$ cat config.mk
export PLATFORM = sky130hd
export DESIGN_NAME = fcbf_mod
export DESIGN_NICKNAME = d
export VERILOG_FILES = /design/src/design/flow_controlled_byte_fifo_top_defines.svh /design/src/design/fcbf_pkg.sv /design/src/design/fcbf_mod.sv
export SDC_FILE = /design/constraint.sdc
export NUM_CORES = 1
export LEC_CHECK = 0
export BUFFER_PORTS_ARGS = -buffer_cell sky130_fd_sc_hd__buf_2
export CAP_MARGIN = 20
export CORE_ASPECT_RATIO = 1.5
export CORE_MARGIN = 4
export CORE_UTILIZATION = 25
export CTS_BUF_LIST = sky130_fd_sc_hd__clkbuf_4
export DETAILED_ROUTE_END_ITERATION = 16
export GPL_ROUTABILITY_DRIVEN = 0
export GPL_TIMING_DRIVEN = 0
export HOLD_SLACK_MARGIN = 0.06
export PLACE_DENSITY_LB_ADDON = 0.2
export SYNTH_ARGS = -nofsm -noshare
export SYNTH_HDL_FRONTEND = slang
export SYNTH_SLANG_ARGS = --single-unit
export TNS_END_PERCENT = 5
$ cat constraint.sdc
create_clock -name clk_i -period 4.3 [get_ports clk_i]
set_input_delay 0.43 -clock clk_i [delete_from_list [all_inputs] [get_ports clk_i]]
set_output_delay 0.43 -clock clk_i [all_outputs]
set_load 0.01 [all_outputs]
$ cat src/design/flow_controlled_byte_fifo_top_defines.svh
// Assertion macros shared by the byte FIFO design files.
// Include after the module's clock and reset are in scope (clk_i, rst_ni).
`ifndef FLOW_CONTROLLED_BYTE_FIFO_TOP_DEFINES_SVH
`define FLOW_CONTROLLED_BYTE_FIFO_TOP_DEFINES_SVH

`ifndef SYNTH

// Property that must hold at every clock edge outside reset
`define FCBF_ASSERT(lbl, prop, msg) \
  lbl: assert property (@(posedge clk_i) disable iff (!rst_ni) (prop)) \
    else $error(msg);

// Property checked in the cycle after its trigger
`define FCBF_ASSERT_NEXT(lbl, ante, cons, msg) \
  lbl: assert property (@(posedge clk_i) disable iff (!rst_ni) (ante) |=> (cons)) \
    else $error(msg);

`else

`define FCBF_ASSERT(lbl, prop, msg)

`define FCBF_ASSERT_NEXT(lbl, ante, cons, msg)

`endif

`endif

$ cat src/design/fcbf_pkg.sv
// Package for the flow-controlled byte FIFO: field widths, defaults,
// operation codes and the status struct of the pointer modulo unit.
// No dependencies.
package fcbf_pkg;

  // Parameter defaults
  localparam int unsigned CAPACITY_DEF = 4096;
  localparam int unsigned MAX_PEEK_DEF = 64;

  // Field widths fixed by the interface
  localparam int unsigned OP_W   = 3;
  localparam int unsigned BYTE_W = 8;
  localparam int unsigned LEN_W  = 16;
  localparam int unsigned CNT_W  = 13;
  localparam int unsigned TOT_W  = 32;

  // Capacity register reset value
  localparam logic [CNT_W-1:0] CAP_RESET = CNT_W'(4096);

  // Operation codes
  typedef enum logic [OP_W-1:0] {
    OP_WRITE = 3'd0,
    OP_PEEK  = 3'd1,
    OP_POP   = 3'd2,
    OP_READ  = 3'd3,
    OP_END   = 3'd4
  } op_e;

  // Status of the iterative modulo unit
  typedef struct packed {
    logic busy;
    logic done;
  } mod_stat_t;

endpackage

$ cat src/design/fcbf_mod.sv
// Iterative remainder unit: dividend mod divisor, one dividend bit per cycle
// (restoring). Used to wrap ring pointers. Depends on fcbf_pkg.
module fcbf_mod import fcbf_pkg::*; #(
  parameter int unsigned SW = CNT_W + 1
) (
  input  logic             clk_i,
  input  logic             rst_ni,
  input  logic             start_i,
  input  logic [SW-1:0]    dividend_i,
  input  logic [CNT_W-1:0] divisor_i,
  output mod_stat_t        stat_o,
  output logic [CNT_W-1:0] rem_o
);

  localparam int unsigned IW = $clog2(SW + 1);

  logic [SW-1:0]    dvd_q, dvd_d;
  logic [CNT_W-1:0] rem_q, rem_d;
  logic [IW-1:0]    iter_q, iter_d;
  logic             busy_q, busy_d;
  logic             done_q, done_d;
  logic [CNT_W:0]   trial;
  logic [CNT_W:0]   diff;
  logic             fits;

  // one shift-subtract step
  assign trial = {rem_q, dvd_q[SW-1]};
  assign fits  = (trial >= {1'b0, divisor_i});
  assign diff  = trial - {1'b0, divisor_i};

  always_comb begin
    dvd_d  = dvd_q;
    rem_d  = rem_q;
    iter_d = iter_q;
    busy_d = busy_q;
    done_d = 1'b0;
    if (start_i) begin
      dvd_d  = dividend_i;
      rem_d  = '0;
      iter_d = IW'(SW);
      busy_d = 1'b1;
    end else if (busy_q) begin
      rem_d  = fits ? diff[CNT_W-1:0] : trial[CNT_W-1:0];
      dvd_d  = dvd_q << 1;
      iter_d = iter_q - IW'(1);
      if (iter_q == IW'(1)) begin
        busy_d = 1'b0;
        done_d = 1'b1;
      end
    end
  end

  // control
  always_ff @(posedge clk_i or negedge rst_ni) begin
    if (!rst_ni) begin
      iter_q <= '0;
      busy_q <= 1'b0;
      done_q <= 1'b0;
    end else begin
      iter_q <= iter_d;
      busy_q <= busy_d;
      done_q <= done_d;
    end
  end

  // datapath
  always_ff @(posedge clk_i) begin
    dvd_q <= dvd_d;
    rem_q <= rem_d;
  end

  assign stat_o.busy = busy_q;
  assign stat_o.done = done_q;
  assign rem_o       = rem_q;

endmodule

==> flow_metrics.py, run 1 <==
metrics = {
    "sta": {
        "period_share_pct": 62.85,
        "setup_viol": 0,
        "final.setup.tns_ns": 0,
        "slew_headroom_pct": 49.77,
        "timing.clock.skew_ns": 0.005939,
        "rsz_0062_raised_after_global_routing": "false",
        "worstMarginPinSlew_ns": 0.7518,
        "report.final.slew_viol_count": 0,
        "final.min_clock_period_ns": 2.703,
        "max_frequency_mhz": 370.0,
        "fin_worst_hold_slack_ns": 0.3685,
        "report.final.hold_viol_count": 0,
    },
    "grt": {
        "grt_usage_pct": 12.50,
        "grt_max_degree": 15,
        "first_pass_grt_wire_length_mm": 10.05,
        "first_global_vias": 2033,
        "antenna_found_initial": 1,
        "aggregate_global_routing_overflow": 0,
    },
    "min_path": {
        "hp-class": "input port to register",
    },
    "pwr": {
        "leakagePower_nw": 1.179,
        "vdd_drop_max_uv": 155.0,
        "powerDensity_nw_per_um2": 554.0,
    },
    "critical_path": {
        "crit_path_end_kind": "register",
        "slowest_stage": "sky130_fd_sc_hd__fa_1",
        "worstPathArrival_ns": 2.97,
        "crit_path_max_fanout": 10,
        "startpoint_type": "register",
        "path_cells": "inv_1 -> ha_1 -> fa_1 -> nand2b_1 -> a21oi_1 -> or3_1 -> a31o_2 -> o21a_1 -> buf_2 -> o211ai_1 -> a311oi_1",
        "kind_of_critical_path": "register to register",
        "worst_endpoint_required_time_ns": 4.57,
        "timing.critical_path.slowest_cell_delay_ns": 0.40,
    },
    "floorplanning": {
        "dieWidth_um": 84.39,
        "design.core.area_um2": 8464,
        "die_y_um": 122.6,
        "rows": 41,
        "die_area_um2": 10340,
        "floorplan.initialDensity_pct": 25.85,
        "ioPinCount": 45,
    },
    "logic_synthesis": {
        "syn-mean-instance-area_um2": 9.352,
        "mappedNetlistNets": 280,
        "synth_area_leader_cell": "sky130_fd_sc_hd__edfxtp_1",
        "ys_ff_latch": 33,
        "synth.yosys.seq_area_share_pct": 37.96,
        "yosys_synthesis_warning_count": 0,
        "synth_enable_flop_cells": 14,
        "synthArstFlopShare_pct": 18.18,
        "netlist_top_cells_area": "sky130_fd_sc_hd__edfxtp_1 (19%), sky130_fd_sc_hd__dfxtp_1 (12%), sky130_fd_sc_hd__ha_1 (8.6%)",
        "yosysTopAreaCellShare_pct": 19.21,
        "synth_cells": 234,
        "yosys.cell_types.count": 46,
        "synth_top_flop_cell": "sky130_fd_sc_hd__edfxtp_1",
        "syn_area_um2": 2188,
    },
    "drt": {
        "detail_route.wl_per_cell_um": 15.39,
        "initialDrtViolationCount": 72,
        "firstDrtPassIters": 5,
        "final_antenna_net_count": 0,
        "vias": 1901,
        "drc": 0,
        "drt-vias-per-instance": 4.825,
        "detail_route.wirelength_mm": 6.065,
    },
    "job": {
        "max_cap_viol_count": 0,
    },
    "clocking": {
        "clock_tree.htree_level_count": 2,
        "cts.sinks": 33,
        "tritoncts.num_buffers": 5,
        "post-cts-setup-buffers": 0,
        "clockRootBuffer": "sky130_fd_sc_hd__clkbuf_4",
        "clk_path_buf_depth": 2,
        "clkLatencyLatePin_ns": 0.35,
        "tritoncts_clock_tree": "done",
        "worst_setup_hold_path_clk_slew_ns": 0.11,
    },
    "placement": {
        "port-buffer-count": 43,
        "dp_hpwl_mm": 4.604,
        "placed_instance_area_um2": 2537,
    },
    "final_layout": {
        "fillCellCount": 929,
        "finish.instance_area_um2": 2629,
        "fin_nets": 331,
        "layout.cells.most_common": "sky130_fd_sc_hd__buf_2",
        "final_cell_mix": "sky130_fd_sc_hd__buf_2 (44), sky130_fd_sc_hd__inv_1 (19), sky130_fd_sc_hd__nor2_1 (19), sky130_fd_sc_hd__ha_1 (15), sky130_fd_sc_hd__edfxtp_1 (14)",
        "drive_above_1_share_pct": 24.83,
        "syn_to_final_growth_pct": 20.13,
    },
    "status": {
        "status": "completed",
    },
}
-- logic make-up after synthesis --
logic type	count (synthesis)	share of synthesized area, %
simple gates	71	17.04
compound gates	59	18.98
buf+inv	33	6.232
flops	33	37.96
fa+ha+maj	16	9.491
mux	13	6.690
xor+xnor	9	3.602
-- through the flow --
stage | setup slack, ns | std cells | total power, W | util [%]
2_1_floorplan | 1.915 | 234 | 0.0009955 | -
3_3_place_gp | 1.487 | 384 | 0.001213 | 29.98
3_5_place_dp | 1.479 | 384 | 0.001220 | 29.98
4_1_cts | 1.576 | 393 | 0.001468 | 31.03
5_1_grt | 1.327 | 394 | 0.001585 | 31.06
6_report | 1.597 | 394 | 0.001456 | 31.06
-- layout make-up --
type                            instances  area (um^2)  share of cell area [%]
Buffer                                 14        65.06                   2.475
Timing Repair Buffer                   44        225.2                   8.567
Tap cell                              107        133.9                   5.093
Clock inverter                          2        33.78                   1.285
Multi-Input combinational cell        168         1221                   46.45
Sequential cell                        33        830.8                   31.60
Antenna cell                            1        2.502                 0.09519
Inverter                               19        71.32                   2.713
Clock buffer                            6        45.04                   1.713
-- synth_stat cells (5+ instances only) --
library cell,number
sky130_fd_sc_hd__dfrtp_1,6
sky130_fd_sc_hd__inv_1,19
sky130_fd_sc_hd__a311oi_1,8
sky130_fd_sc_hd__o21ai_0,11
sky130_fd_sc_hd__a21oi_1,11
sky130_fd_sc_hd__edfxtp_1,14
sky130_fd_sc_hd__nand2b_1,6
sky130_fd_sc_hd__xnor2_1,7
sky130_fd_sc_hd__nor2_1,19
sky130_fd_sc_hd__o211ai_1,5
sky130_fd_sc_hd__clkbuf_1,10
sky130_fd_sc_hd__dfxtp_1,13
sky130_fd_sc_hd__mux2_2,13
sky130_fd_sc_hd__nand3_1,10
sky130_fd_sc_hd__ha_1,15
sky130_fd_sc_hd__a21o_1,5
sky130_fd_sc_hd__or3_1,6
sky130_fd_sc_hd__nand2_1,11
-- critical path, delay by kind of cell (launching register included) --
family / cells / cell delay [ns]
DFF: 1 / 0.38
adders and majority gates: 2 / 0.60
AOI/OAI and AO/OA: 5 / 1.00
buffers and inverters: 2 / 0.28
and+or+nand+nor: 2 / 0.36
-- registers in the layout, summed over array words and instances (netlist names) --
signal  flops
rem_o      13
done_q      1
busy_q      1
iter_q      4
dvd_q      14
-- worst paths after layout --
check                      slack [ns]                      to                   from  cells past startpoint
min in group asynchronous        0.41   iter_q[2]$_DFFE_PN0P_                 rst_ni                      2
max in group asynchronous        3.75        done_q$_DFF_PN0_                 rst_ni                      2
setup / recovery                 1.60  rem_o[11]$_SDFFE_PP0P_    dvd_q[13]$_DFFE_PP_                     11
hold reg to reg                  0.52   rem_o[8]$_SDFFE_PP0P_  rem_o[8]$_SDFFE_PP0P_                      2
setup reg to reg                 1.60  rem_o[11]$_SDFFE_PP0P_    dvd_q[13]$_DFFE_PP_                     11
hold / removal                   0.37  dvd_q[0]$_SDFFCE_PN0P_          dividend_i[0]                      2
-- report_power, final --
part	internal (W)	leakage (nW)	switching, W
Clock	0.000127	0.0433	0.000115
Combinational	0.000324	0.815	0.000419
Sequential	0.000399	0.321	0.0000709
Total	0.000851	1.18	0.000605
-- metal layers --
metal | part of all wire (%) | wire length, um | vias up | track usage, %
li1 | - | - | 956 | -
met1 | 42 | 2517 | 892 | 13.62
met2 | 52 | 3147 | 45 | 23.02
met3 | 4.7 | 287 | 8 | 2.686
met4 | 1.8 | 112 | 0 | 5.644
met5 | 0 | 0 | - | 0
-- repair_timing --
action,4_1_cts,5_1_grt
hold buffers,1,0
hold endpoints to repair,6,0
gates resized for setup,0,0
Note: power is estimated with default switching activity, not from simulation.
==> run 2, diff against run 1 <==
Clock period 4.3 ns to 2.79 ns, I/O delays scaled along.
==> flow_metrics.py, run 2 (synthesis gave the netlist of run 1 again) <==
metrics = {
    "grt": {
        "antenna_found_initial": 1,
        "grt_max_degree": 15,
        "first_pass_grt_wire_length_mm": 10.05,
        "first_global_vias": 2033,
        "aggregate_global_routing_overflow": 0,
        "grt_usage_pct": 12.50,
    },
    "final_layout": {
        "max_flop_register": "dvd_q",
        "fillCellCount": 925,
        "drive_above_1_share_pct": 25.87,
        "fin_nets": 331,
        "final_cell_mix": "sky130_fd_sc_hd__buf_2 (43), sky130_fd_sc_hd__inv_1 (19), sky130_fd_sc_hd__nor2_1 (19), sky130_fd_sc_hd__ha_1 (15), sky130_fd_sc_hd__edfxtp_1 (14)",
        "layout.cells.most_common": "sky130_fd_sc_hd__buf_2",
        "largest_register_ff_count": 14,
        "syn_to_final_growth_pct": 21.38,
    },
    "placement": {
        "port-buffer-count": 43,
        "dp_hpwl_mm": 4.604,
    },
    "floorplanning": {
        "rows": 41,
        "die_area_um2": 10340,
        "design.core.area_um2": 8464,
        "die_y_um": 122.6,
        "floorplan.initialDensity_pct": 25.85,
        "ioPinCount": 45,
        "dieWidth_um": 84.39,
    },
    "critical_path": {
        "path_cells": "inv_1 -> ha_1 -> fa_1 -> nand2b_4 -> a2111oi_0 -> nor4_1 -> nor3_1 -> or3_1 -> o211ai_1 -> a311oi_1",
        "worstPathArrival_ns": 2.92,
        "crit_path_max_fanout": 3,
        "timing.critical_path.slowest_cell_delay_ns": 0.51,
        "kind_of_critical_path": "register to register",
        "worst_endpoint_required_time_ns": 3.06,
        "startpoint_type": "register",
        "crit_path_end_kind": "register",
        "slowest_stage": "sky130_fd_sc_hd__a2111oi_0",
    },
    "pwr": {
        "fin_total_pwr_w": 0.002273,
        "leakagePower_nw": 1.188,
        "pwr-share-clk_pct": 16.5,
        "sw_frac_of_total_pct": 41.70,
        "share_seq_of_total_power_pct": 31.9,
        "relative_contribution_of_combinational_cells_to_total_power_pct": 51.6,
        "p_switching_w": 0.0009479,
        "vdd_drop_max_uv": 211.5,
        "cellInternalPower_w": 0.001325,
        "powerDensity_nw_per_um2": 855.8,
    },
    "sta": {
        "fin_worst_hold_slack_ns": 0.2161,
        "period_share_pct": 95.08,
        "worstMarginPinSlew_ns": 0.7168,
        "setup_viol": 0,
        "rsz_0062_raised_after_global_routing": "false",
        "max_frequency_mhz": 377.0,
        "final.setup.tns_ns": 0,
        "report.final.hold_viol_count": 0,
        "timing.clock.skew_ns": 0.008912,
        "report.final.slew_viol_count": 0,
        "final.min_clock_period_ns": 2.653,
        "slew_headroom_pct": 52.11,
    },
    "drt": {
        "initialDrtViolationCount": 89,
        "drt-vias-per-instance": 4.840,
        "detail_route.wl_per_cell_um": 15.35,
        "detail_route.wirelength_mm": 6.047,
        "drc": 0,
        "firstDrtPassIters": 4,
        "vias": 1907,
        "final_antenna_net_count": 0,
    },
    "min_path": {
        "hp-class": "input port to register",
    },
    "clocking": {
        "clkLatencyLatePin_ns": 0.35,
        "clock_tree.htree_level_count": 2,
        "clockRootBuffer": "sky130_fd_sc_hd__clkbuf_4",
        "cts.sinks": 33,
        "tritoncts.num_buffers": 5,
        "clk_path_buf_depth": 2,
        "worst_setup_hold_path_clk_slew_ns": 0.11,
        "tritoncts_clock_tree": "done",
    },
    "status": {
        "status": "completed",
    },
    "job": {
        "max_cap_viol_count": 0,
    },
}
run 2: what timing repair did:
| action | in CTS | in global routing |
|---|---|---|
| hold buffers | 1 | 0 |
| endpoints found under the hold margin | 6 | 0 |
| setup endpoints to repair | 0 | 10 |
| gates resized for setup | 0 | 5 |
| setup buffers | 0 | 0 |
run 2: layout make-up:
class / instances / area (um^2) / area share, %
multi-input cells: 168 / 1246 / 46.91
flip-flops and latches: 33 / 830.8 / 31.28
clock inverters: 2 / 33.78 / 1.272
clock buffers: 6 / 45.04 / 1.696
diodes: 1 / 2.502 / 0.09421
repair buffers: 44 / 225.2 / 8.479
plain buffers: 14 / 67.56 / 2.544
inverters: 19 / 71.32 / 2.685
well taps: 107 / 133.9 / 5.040
run 2: power by group through the flow:
| stage | logic, W | registers (W) | clock network (W) |
|---|---|---|---|
| floorplan | 0.000792 | 0.000743 | 0 |
| global placement | 0.00113 | 0.000739 | 0 |
| detailed placement | 0.00114 | 0.000738 | 0 |
| CTS | 0.00115 | 0.000728 | 0.000385 |
| global route | 0.00132 | 0.000745 | 0.000406 |
| finish | 0.00117 | 0.000726 | 0.000374 |
run 2: final timing paths:
kind / endpoint / cells after the start / start / slack [ns]
max: rem_o[12]$_SDFFE_PP0P_ / 10 / dvd_q[13]$_DFFE_PP_ / 0.14
min: dvd_q[0]$_SDFFCE_PN0P_ / 2 / dividend_i[0] / 0.22
max reg2reg: rem_o[12]$_SDFFE_PP0P_ / 10 / dvd_q[13]$_DFFE_PP_ / 0.14
min reg2reg: rem_o[8]$_SDFFE_PP0P_ / 2 / rem_o[8]$_SDFFE_PP0P_ / 0.52
max in group asynchronous: done_q$_DFF_PN0_ / 2 / rst_ni / 2.38
min in group asynchronous: iter_q[2]$_DFFE_PN0P_ / 2 / rst_ni / 0.27
run 2: per-stage QoR:
stage	cells	area, um^2	worst slack (ns)	util [%]
finish	394	2656	0.1372	31.38
detailed placement	384	2537	0.1204	29.98
floorplan	234	2188	0.4693	-
global placement	384	2537	0.1131	29.98
CTS	393	2626	0.06577	31.03
global route	394	2656	0.02050	31.38
run 2: metal layers:
metal | up-vias | GRT usage [%] | part of all wire, %
met5 | - | 0 | 0
met1 | 884 | 13.62 | 41
li1 | 957 | - | -
met3 | 10 | 2.686 | 5.0
met2 | 56 | 23.02 | 52
met4 | 0 | 5.644 | 2.3
run 2: worst max-delay path, delay by kind of cell (launching register included):
kind / cells / cell delay [ns]
simple gates: 4 / 0.68
buf+inv: 1 / 0.05
compound gates: 3 / 0.86
fa+ha+maj: 2 / 0.60
flops: 1 / 0.38
==> run 3, diff against run 2 <==
Settings changed: CORE_UTILIZATION 25 to 40, MAX_ROUTING_LAYER set to met4, REMOVE_ABC_BUFFERS set to 1.
==> flow_metrics.py, run 3 (synthesis gave the netlist of run 1 again) <==
metrics = {
    "status": {
        "status": "completed",
    },
    "grt": {
        "grt_usage_pct": 15.83,
        "first_global_vias": 1820,
        "first_pass_grt_wire_length_mm": 8.010,
        "grt_max_degree": 36,
        "antenna_found_initial": 0,
        "aggregate_global_routing_overflow": 0,
    },
    "critical_path": {
        "crit-reg2reg-launch": "rem_o[9]$_SDFFE_PP0P_",
        "slowest_stage": "sky130_fd_sc_hd__nor3b_1",
        "crit_path_end_kind": "register",
        "crit_path_max_fanout": 6,
        "worstPathArrival_ns": 2.84,
        "path_cells": "ha_1 -> nand2_1 -> nor3b_1 -> o21ai_2 -> a21o_1 -> a311oi_1",
        "reg2regPathDepth": 6,
        "startpoint_type": "register",
        "timing.critical_path.slowest_cell_delay_ns": 0.90,
        "regToRegEndpoint": "rem_o[0]$_SDFFE_PP0P_",
        "crit_path_end": "rem_o[0]$_SDFFE_PP0P_",
        "worst_endpoint_required_time_ns": 3.03,
        "timing.reg2reg.setup_slack_ns": 0.19,
        "crit_start": "rem_o[9]$_SDFFE_PP0P_",
        "kind_of_critical_path": "register to register",
    },
    "sta": {
        "final.min_clock_period_ns": 2.597,
        "rsz_0062_raised_after_global_routing": "false",
        "timing.clock.skew_ns": 0.008116,
        "final.setup.tns_ns": 0,
        "worstMarginPinSlew_ns": 1.093,
        "report.final.slew_viol_count": 0,
        "slew_headroom_pct": 26.97,
        "setup_viol": 0,
        "period_share_pct": 93.07,
        "report.final.hold_viol_count": 0,
        "max_frequency_mhz": 385.1,
    },
    "drt": {
        "detail_route.wirelength_mm": 4.908,
        "drt-vias-per-instance": 5.376,
        "detail_route.wl_per_cell_um": 14.31,
        "drc": 0,
        "vias": 1844,
        "final_antenna_net_count": 0,
        "firstDrtPassIters": 4,
        "initialDrtViolationCount": 45,
    },
    "placement": {
        "port-buffer-count": 44,
        "placed_instance_area_um2": 2434,
        "dp_hpwl_mm": 3.414,
        "placed_cells_incl_taps": 332,
    },
    "clocking": {
        "clock_tree.htree_level_count": 2,
        "clockRootBuffer": "sky130_fd_sc_hd__clkbuf_4",
        "tritoncts.num_buffers": 5,
        "clkLatencyLatePin_ns": 0.34,
        "clk_path_buf_depth": 2,
        "worst_setup_hold_path_clk_slew_ns": 0.11,
        "cts.sinks": 33,
        "tritoncts_clock_tree": "done",
    },
    "pwr": {
        "fin_total_pwr_w": 0.002203,
        "powerDensity_nw_per_um2": 857.0,
        "vdd_drop_max_uv": 357.7,
        "leakagePower_nw": 1.167,
    },
    "final_layout": {
        "largest_register_ff_count": 14,
        "fillCellCount": 525,
        "fin_nets": 320,
        "antennaDiodeCount": 0,
        "finish.instance_area_um2": 2570,
        "final_cell_mix": "sky130_fd_sc_hd__buf_2 (44), sky130_fd_sc_hd__inv_1 (19), sky130_fd_sc_hd__nor2_1 (19), sky130_fd_sc_hd__ha_1 (15), sky130_fd_sc_hd__edfxtp_1 (14)",
        "layout.cells.most_common": "sky130_fd_sc_hd__buf_2",
        "max_flop_register": "dvd_q",
        "drive_above_1_share_pct": 26.18,
        "syn_to_final_growth_pct": 17.44,
        "post_layout_nonfiller_instances": 343,
    },
    "floorplanning": {
        "floorplan.initialDensity_pct": 42.04,
        "die_y_um": 98.59,
        "die_area_um2": 6743,
        "rows": 32,
        "dieWidth_um": 68.39,
        "design.core.area_um2": 5205,
        "ioPinCount": 45,
    },
    "job": {
        "max_cap_viol_count": 0,
    },
    "min_path": {
        "hp-class": "input port to register",
    },
}
==> run 3: critical path: cells and delay by family (launching register included) <==
kind / cells / cell delay (ns)
AO/OA/AOI/OAI: 3 / 0.81
adder cells (fa/ha/maj): 1 / 0.33
flip-flops: 1 / 0.35
AND/OR/NAND/NOR: 2 / 1.00
==> run 3: layout make-up <==
cell class / count / area (um^2) / area share, %
Clock buffer: 6 / 45.04 / 1.753
Clock inverter: 2 / 33.78 / 1.315
Inverter: 19 / 71.32 / 2.775
Multi-Input combinational cell: 169 / 1259 / 48.98
Sequential cell: 33 / 830.8 / 32.33
Tap cell: 68 / 85.08 / 3.311
Timing Repair Buffer: 46 / 245.2 / 9.542
==> run 3: worst min-delay path by stage <==
stage	start	to	slack (ns)	depth (start not counted)
global placement	rst_ni	done_q$_DFF_PN0_	0.11	1
CTS	dividend_i[0]	dvd_q[0]$_SDFFCE_PN0P_	0.22	2
global route	dividend_i[10]	dvd_q[10]$_DFFE_PP_	0.23	2
floorplan	rst_ni	busy_q$_DFF_PN0_	-0.02	0
detailed placement	rst_ni	done_q$_DFF_PN0_	0.11	1
finish	dividend_i[0]	dvd_q[0]$_SDFFCE_PN0P_	0.23	2
==> run 3: metrics by stage <==
| stage | setup WS, ns | hold slack [ns] | util (%) |
|---|---|---|---|
| 6_report | 0.1935 | 0.2268 | 49.38 |
| 5_1_grt | 0.03583 | 0.2269 | 49.38 |
| 4_1_cts | 0.04028 | 0.2177 | 48.61 |
| 3_5_place_dp | 0.02997 | 0.1104 | 46.75 |
| 3_3_place_gp | -0.1242 | 0.1114 | 46.66 |
| 2_1_floorplan | 0.3724 | -0.01659 | - |
==> run 3: power breakdown <==
group | switching, W | internal (W) | total (W)
logic | 0.000623 | 0.000502 | 0.00112
clock network | 0.000170 | 0.000196 | 0.000366
registers | 0.0000958 | 0.000615 | 0.000711
==> run 3: what timing repair did <==
| action | 4_1_cts | 5_1_grt |
|---|---|---|
| setup endpoints to repair | 1 | 11 |
| hold buffers | 1 | 0 |
| cloned | 0 | 1 |
| pin swaps | 0 | 1 |
| hold endpoints to repair | 6 | 0 |
| buffers inserted | 0 | 0 |
| resized for setup | 1 | 3 |
==> run 3: per-layer routing <==
layer	GRT usage [%]	vias to the layer above	part of all wire, %
met5	-	-	0
met1	17.78	866	41
met3	3.421	7	3.8
met2	26.71	32	53
li1	-	939	-
met4	5.666	0	1.8
